File: src/hdl/rmo_pkg.sv
`default_nettype none
package rmo_pkg;

	localparam int MaxRegions = 32;
	localparam int IdxW       = $clog2(MaxRegions);
	localparam int CntW       = $clog2(MaxRegions + 1);
	localparam int AddrW      = $clog2(2 * MaxRegions);

	typedef enum logic [1:0] {
		OP_APPEND  = 2'd0,
		OP_OVERLAY = 2'd1,
		OP_READ    = 2'd2,
		OP_NONE    = 2'd3
	} op_t;

	typedef enum logic [1:0] {
		ST_OK    = 2'd0,
		ST_FULL  = 2'd1,
		ST_RANGE = 2'd2,
		ST_RSVD  = 2'd3
	} status_t;

	typedef struct packed {
		logic [3:0] rtype;
		logic [7:0] flags;
		logic [4:0] owner;
		logic [2:0] source;
	} attr_t;

	typedef struct packed {
		logic [63:0] base;
		logic [63:0] length;
		attr_t       attr;
	} entry_t;

	// controller to datapath
	typedef struct packed {
		logic       load;
		logic       start_append;
		logic       start_overlay;
		logic       rd_user;
		logic       rd_src;
		logic       calc_end;
		logic       split;
		logic       cut;
		logic       put;
		logic [1:0] piece;
		logic       next_idx;
		logic       commit;
		logic       swap;
		logic       fin;
		status_t    status;
	} cmd_t;

	// datapath to controller
	typedef struct packed {
		op_t  op;
		logic count_zero;
		logic read_oob;
		logic put_fail;
		logic last_idx;
	} sts_t;

endpackage
`default_nettype wire

File: src/hdl/rmo_ctrl.sv
`default_nettype none
module rmo_ctrl import rmo_pkg::*; (
	input  wire logic clk,
	input  wire logic arst_n,
	input  wire logic accept,
	input  wire logic out_free,
	input  wire sts_t sts,
	output cmd_t      cmd,
	output logic      idle
);

	typedef enum logic [10:0] {
		S_IDLE   = 11'b00000000001,
		S_DECODE = 11'b00000000010,
		S_FETCH  = 11'b00000000100,
		S_LATCH  = 11'b00000001000,
		S_SPLIT  = 11'b00000010000,
		S_CUT    = 11'b00000100000,
		S_PUT0   = 11'b00001000000,
		S_PUT1   = 11'b00010000000,
		S_PUT2   = 11'b00100000000,
		S_COMMIT = 11'b01000000000,
		S_DONE   = 11'b10000000000
	} state_t;

	state_t  state_q, state_d;
	status_t status_q, status_d;
	logic    app_q, app_d;

	always_comb begin
		state_d  = state_q;
		status_d = status_q;
		app_d    = app_q;
		cmd      = '0;
		cmd.status = status_q;
		unique case (state_q)
			S_IDLE: begin
				cmd.load = accept;
				if (accept) begin
					state_d  = S_DECODE;
					status_d = ST_OK;
				end
			end
			S_DECODE: begin
				unique case (sts.op)
					OP_APPEND: begin
						cmd.start_append = 1'b1;
						app_d            = 1'b1;
						state_d          = S_PUT0;
					end
					OP_OVERLAY: begin
						cmd.start_overlay = 1'b1;
						app_d             = 1'b0;
						state_d           = sts.count_zero ? S_COMMIT : S_FETCH;
					end
					OP_READ: begin
						cmd.rd_user = 1'b1;
						if (sts.read_oob) begin
							status_d = ST_RANGE;
						end
						state_d = S_DONE;
					end
					default: begin
						state_d = S_DONE;
					end
				endcase
			end
			S_FETCH: begin
				cmd.rd_src = 1'b1;
				state_d    = S_LATCH;
			end
			S_LATCH: begin
				cmd.calc_end = 1'b1;
				state_d      = S_SPLIT;
			end
			S_SPLIT: begin
				cmd.split = 1'b1;
				state_d   = S_CUT;
			end
			S_CUT: begin
				cmd.cut = 1'b1;
				state_d = S_PUT0;
			end
			S_PUT0: begin
				cmd.put   = 1'b1;
				cmd.piece = 2'd0;
				if (sts.put_fail) begin
					status_d = ST_FULL;
					state_d  = S_DONE;
				end else begin
					state_d = app_q ? S_COMMIT : S_PUT1;
				end
			end
			S_PUT1: begin
				cmd.put   = 1'b1;
				cmd.piece = 2'd1;
				if (sts.put_fail) begin
					status_d = ST_FULL;
					state_d  = S_DONE;
				end else begin
					state_d = S_PUT2;
				end
			end
			S_PUT2: begin
				cmd.put      = 1'b1;
				cmd.piece    = 2'd2;
				cmd.next_idx = 1'b1;
				if (sts.put_fail) begin
					status_d = ST_FULL;
					state_d  = S_DONE;
				end else begin
					state_d = sts.last_idx ? S_COMMIT : S_FETCH;
				end
			end
			S_COMMIT: begin
				cmd.commit = 1'b1;
				cmd.swap   = !app_q;
				state_d    = S_DONE;
			end
			S_DONE: begin
				cmd.fin = out_free;
				if (out_free) begin
					state_d = S_IDLE;
				end
			end
			default: begin
				state_d = S_IDLE;
			end
		endcase
	end

	always_ff @(posedge clk or negedge arst_n) begin
		if (!arst_n) begin
			state_q  <= S_IDLE;
			status_q <= ST_OK;
			app_q    <= 1'b0;
		end else begin
			state_q  <= state_d;
			status_q <= status_d;
			app_q    <= app_d;
		end
	end

	assign idle = state_q == S_IDLE;

endmodule
`default_nettype wire
File: config.mk
export PLATFORM = sky130hd
export DESIGN_NAME = rmo_ctrl
export DESIGN_NICKNAME = d
export VERILOG_FILES = /design/src/hdl/rmo_pkg.sv /design/src/hdl/rmo_ctrl.sv
export SDC_FILE = /design/constraint.sdc
export NUM_CORES = 1
export LEC_CHECK = 0
export BUFFER_PORTS_ARGS = -buffer_cell sky130_fd_sc_hd__buf_4
export CAP_MARGIN = 20
export CORE_MARGIN = 4
export CORE_UTILIZATION = 50
export DETAILED_ROUTE_END_ITERATION = 8
export GPL_ROUTABILITY_DRIVEN = 0
export PLACE_DENSITY = 0.78
export SKIP_CTS_REPAIR_TIMING = 1
export SLEW_MARGIN = 20
export SYNTH_ARGS = -nofsm -noshare
export SYNTH_HDL_FRONTEND = slang
export SYNTH_SLANG_ARGS = --single-unit
File: constraint.sdc
create_clock -name clk -period 3.6 [get_ports clk]
set_clock_uncertainty 0.2 [all_clocks]
set_input_delay 0.36 -clock clk [delete_from_list [all_inputs] [get_ports clk]]
set_output_delay 0.36 -clock clk [all_outputs]
set_load 0.01 [all_outputs]
== Word level (Yosys, flattened, before mapping) ==
Cells that the tools add are included.

* Equal/unequal tests: 18
* Muxes and demuxes: 29
* Reductions and logical operators: 8

{| class="wikitable"
|+ Operator list
! kind !! count
|-
| case mux 11 bit (11 select lines) || 1
|-
| two-way mux 11 bit || 5
|-
| two-way mux 10 bit || 3
|-
| case mux 11 bit (2 select lines) || 1
|-
| equality test 11 x 1 -> 1 bit, second input constant || 1
|-
| equality test 11 x 10 -> 1 bit, second input constant || 1
|-
| equality test 11 bit, second input constant || 1
|-
| equality test 11 x 2 -> 1 bit, second input constant || 1
|-
| equality test 11 x 3 -> 1 bit, second input constant || 1
|-
| equality test 11 x 4 -> 1 bit, second input constant || 1
|-
| equality test 11 x 5 -> 1 bit, second input constant || 1
|-
| equality test 11 x 6 -> 1 bit, second input constant || 1
|-
| equality test 11 x 7 -> 1 bit, second input constant || 1
|-
| equality test 11 x 8 -> 1 bit, second input constant || 1
|-
| equality test 11 x 9 -> 1 bit, second input constant || 1
|-
| two-way mux 1 bit || 10
|-
| two-way mux 2 bit || 5
|-
| case mux 3 bit (3 select lines) || 1
|-
| inequality test 2 bit, second input constant || 3
|-
| case mux 2 bit (3 select lines) || 1
|-
| AND reduction 5 bit || 1
|-
| inequality test 2 x 1 -> 1 bit, second input constant || 2
|-
| AND reduction 2 bit || 2
|-
| two-way mux 3 bit || 1
|-
| other kinds (8) || 8
|}

* Register bits: 14
* Input port bits: 10

== Logic depth before layout (Yosys ltp) ==
* Depth in word-level cells: 4
* Mapped depth: 5

== Worst setup path after synthesis ==
OpenSTA, ideal clock, no wires.

* Path kind: reg2out
* Start: reg state_q[4]
* End: out cmd[3] (netlist name)
* Arrival time: 1.540 ns
* Setup slack: 1.500 ns
* Cell stages (with the launch flop): 5
* Path buffers: 0
* Cells stage by stage: dfrtp_1 > nor4_4 > nand2_1 > or3_1 > nor3_1

{| class="wikitable"
|+ RTL lines
! item !! line !! RTL
|-
| start: declaration || rmo_ctrl.sv:26 || <nowiki>state_t state_q, state_d;</nowiki>
|-
| start signal: assignment || rmo_ctrl.sv:138 || <nowiki>state_q <= state_d;</nowiki>
|-
| end: declaration || rmo_ctrl.sv:8 || <nowiki>output cmd_t cmd,</nowiki>
|}

==> results.md <==
- Tot Pwr: 0.0005114 W
- EDFF count, synth: 0
- Critical-path cell list: nor4_4 > nand2_1 > or3_1 > nor3_1 > buf_4
- Vias per cell: 5.368
- Slew @ Worst Pin: 0.3442 ns
- Slew Viols, Final: 0
- CTS tree: done
- CP Data Required Time: 3.04 ns
- Hold Vio Cnt, Final: 0
- IO Pins: 28
- Clock transition at path regs: 0.09 ns
- CP Launch Type: flop
- CP peak stage delay: 0.46 ns
- Via count: 832
- Clock Latency Late Sink: 0.28 ns
- Residual DRC: 0
- Syn_area_per_cell: 9.024 um2
- Async SR Flop Fraction: 100.0%
- Max Fclk: 395.9 MHz
- Synth Warn #: 0
- Clock sink count: 14
- DP Cell Count: 150
- Clk root buf: clkbuf_4
- Grt ovf: 0
- #FFs+latches synth: 14
- Antenna diode count: 0
- Maxcap violations: 0
- DR pass1 iterations: 4
- Syn-to-layout area delta: 29.69%
- Status: completed
- Share of cells above drive strength 1: 30.00%
- PD cells: 441.4 nW/um2
- Htree depth: 1
- Syn Inst Count: 99
- DR WL/cell: 13.86 um
- First-pass GRT wire length: 3650 um
- Setup_tns: 0 ns
- Leak: 0.5509 nW
- Max clock buf depth: 2
- Total die area: 2527 um2
- Total CTS buffers: 3
- Final nets: 141
- Worst hold slack: 0.06935 ns
- Gr usage total: 18.95%
- Largest net degree at the start of global routing: 15
- IO Port Bufs: 27
- Vias in the first global route: 791
- Syn_nets: 109
- Crit Path Max Fanout: 6
- Crit Path Class: reg2out
- Synth unique cells: 31
- Arr. time, crit path: 1.97 ns
- Slowest stage cell, crit path: dfrtp_1
- Crit-path leading delay family: simple AND/OR/NAND/NOR gates
- Synthesized area: 893.4 um2
- Die width: 50.27 um
- Post-layout util: 67.84%
- Row cnt: 15
- Initial Util: 52.31%
- RSZ-0062 raised after global routing: false
- Worst Hold Class: in2reg
- Post-route ant nets: 0
- Die Y: 50.27 um
- HPWL after DPL: 1714 um
- Routed WL: 2148 um
- Buf+Inv Stages, Crit Path: 1
- Tmin final: 2.526 ns
- Sequential area share after synthesis: 39.36%
- Cell Count, Final, Fillers Out: 155
- Slew Limit Headroom: 76.77%
- Number of fill cells: 142
- CP endpoint kind: primary output
- Maximum VDD drop: 0.2018 mV
- Ratio of final minimum period to clock period: 70.17%
- Final setup violation count: 0
- Initial DRC Count: 18
- Ys flop type: dfrtp_1
- Initial antenna violation count: 0
- Core Box Area: 1708 um2
## cells in the mapped netlist (all sizes together), types with 3 or more instances
| cell type | count | area share, % |
|---|---|---|
| nor3b | 8 | 7.3 |
| nor2b | 9 | 6.3 |
| a21oi | 3 | 1.7 |
| dfrtp | 13 | 36 |
| a22o | 3 | 2.9 |
| nor2 | 12 | 5.0 |
| nand2 | 6 | 2.8 |
| nand3 | 4 | 2.2 |
| inv | 5 | 2.1 |
| nor4 | 3 | 5.5 |
| nor3 | 6 | 4.6 |
| o21ai | 6 | 3.4 |
## per-stage QoR
step / setup slack [ns] / instance area, um2
2_1_floorplan: 1.500 / 893.4
6_report: 1.074 / 1159
3_3_place_gp: 1.418 / 1122
5_1_grt: 0.9278 / 1159
3_5_place_dp: 1.389 / 1122
4_1_cts: 1.087 / 1149
## cell families after synthesis
group / synth area share (%)
compound gates: 14.29
simple gates: 43.70
flops: 39.36
buf+inv: 2.661
## area by class of cell
cell class              count  area [um2]  area share (%)
multi-input cells          79       518.0           44.71
inverters                   5       18.77           1.620
flip-flops and latches     14       351.6           30.35
clock buffers               4       26.28           2.268
repair buffers             28       212.7           18.36
well taps                  25       31.28           2.700
## cell usage in the layout (no fill, tap or decap), types with 3 or more instances in the layout
master    count
buf_4        27
clkbuf_4      3
inv_1         5
dfrtp_1      13
o21ai_0       6
a21oi_1       3
nand2_1       5
nor2b_1       9
a22o_1        3
nor3_1        5
nor3b_1       7
nand3_1       4
nor2_1       12
## sequential cells by signal, indices dropped and copies added (netlist names)
| register | cells |
|---|---|
| app_q | 1 |
| status_q | 2 |
| state_q | 11 |
## worst paths after layout
kind / start / to / slack [ns] / depth (start not counted)
min: sts[1] / state_q[8]$_DFFE_PN0P_ / 0.07 / 2
min reg2reg: status_q[0]$_DFFE_PN0P_ / status_q[0]$_DFFE_PN0P_ / 0.31 / 2
max: state_q[2]$_DFFE_PN0P_ / cmd[3] / 1.07 / 5
min in group asynchronous: arst_n / status_q[0]$_DFFE_PN0P_ / 0.26 / 2
max reg2reg: state_q[1]$_DFFE_PN0P_ / status_q[1]$_DFFE_PN0P_ / 1.65 / 4
max in group asynchronous: arst_n / state_q[0]$_DFFE_PN1P_ / 2.69 / 2
## layer usage
layer  global-route usage [%]  share of wire (%)  wire length, um
met3                    4.451                5.5              118
met4                    5.991               0.61               13
met5                        0                  0                0
met2                    31.74                 48             1041
met1                    23.79                 45              975
## power breakdown
group	switching (W)	leakage, nW	internal, W
Clock	0.0000518	0.0150	0.0000429
Sequential	0.0000344	0.189	0.000184
Combinational	0.000110	0.347	0.0000889
Power figures use the tool's default switching activity.
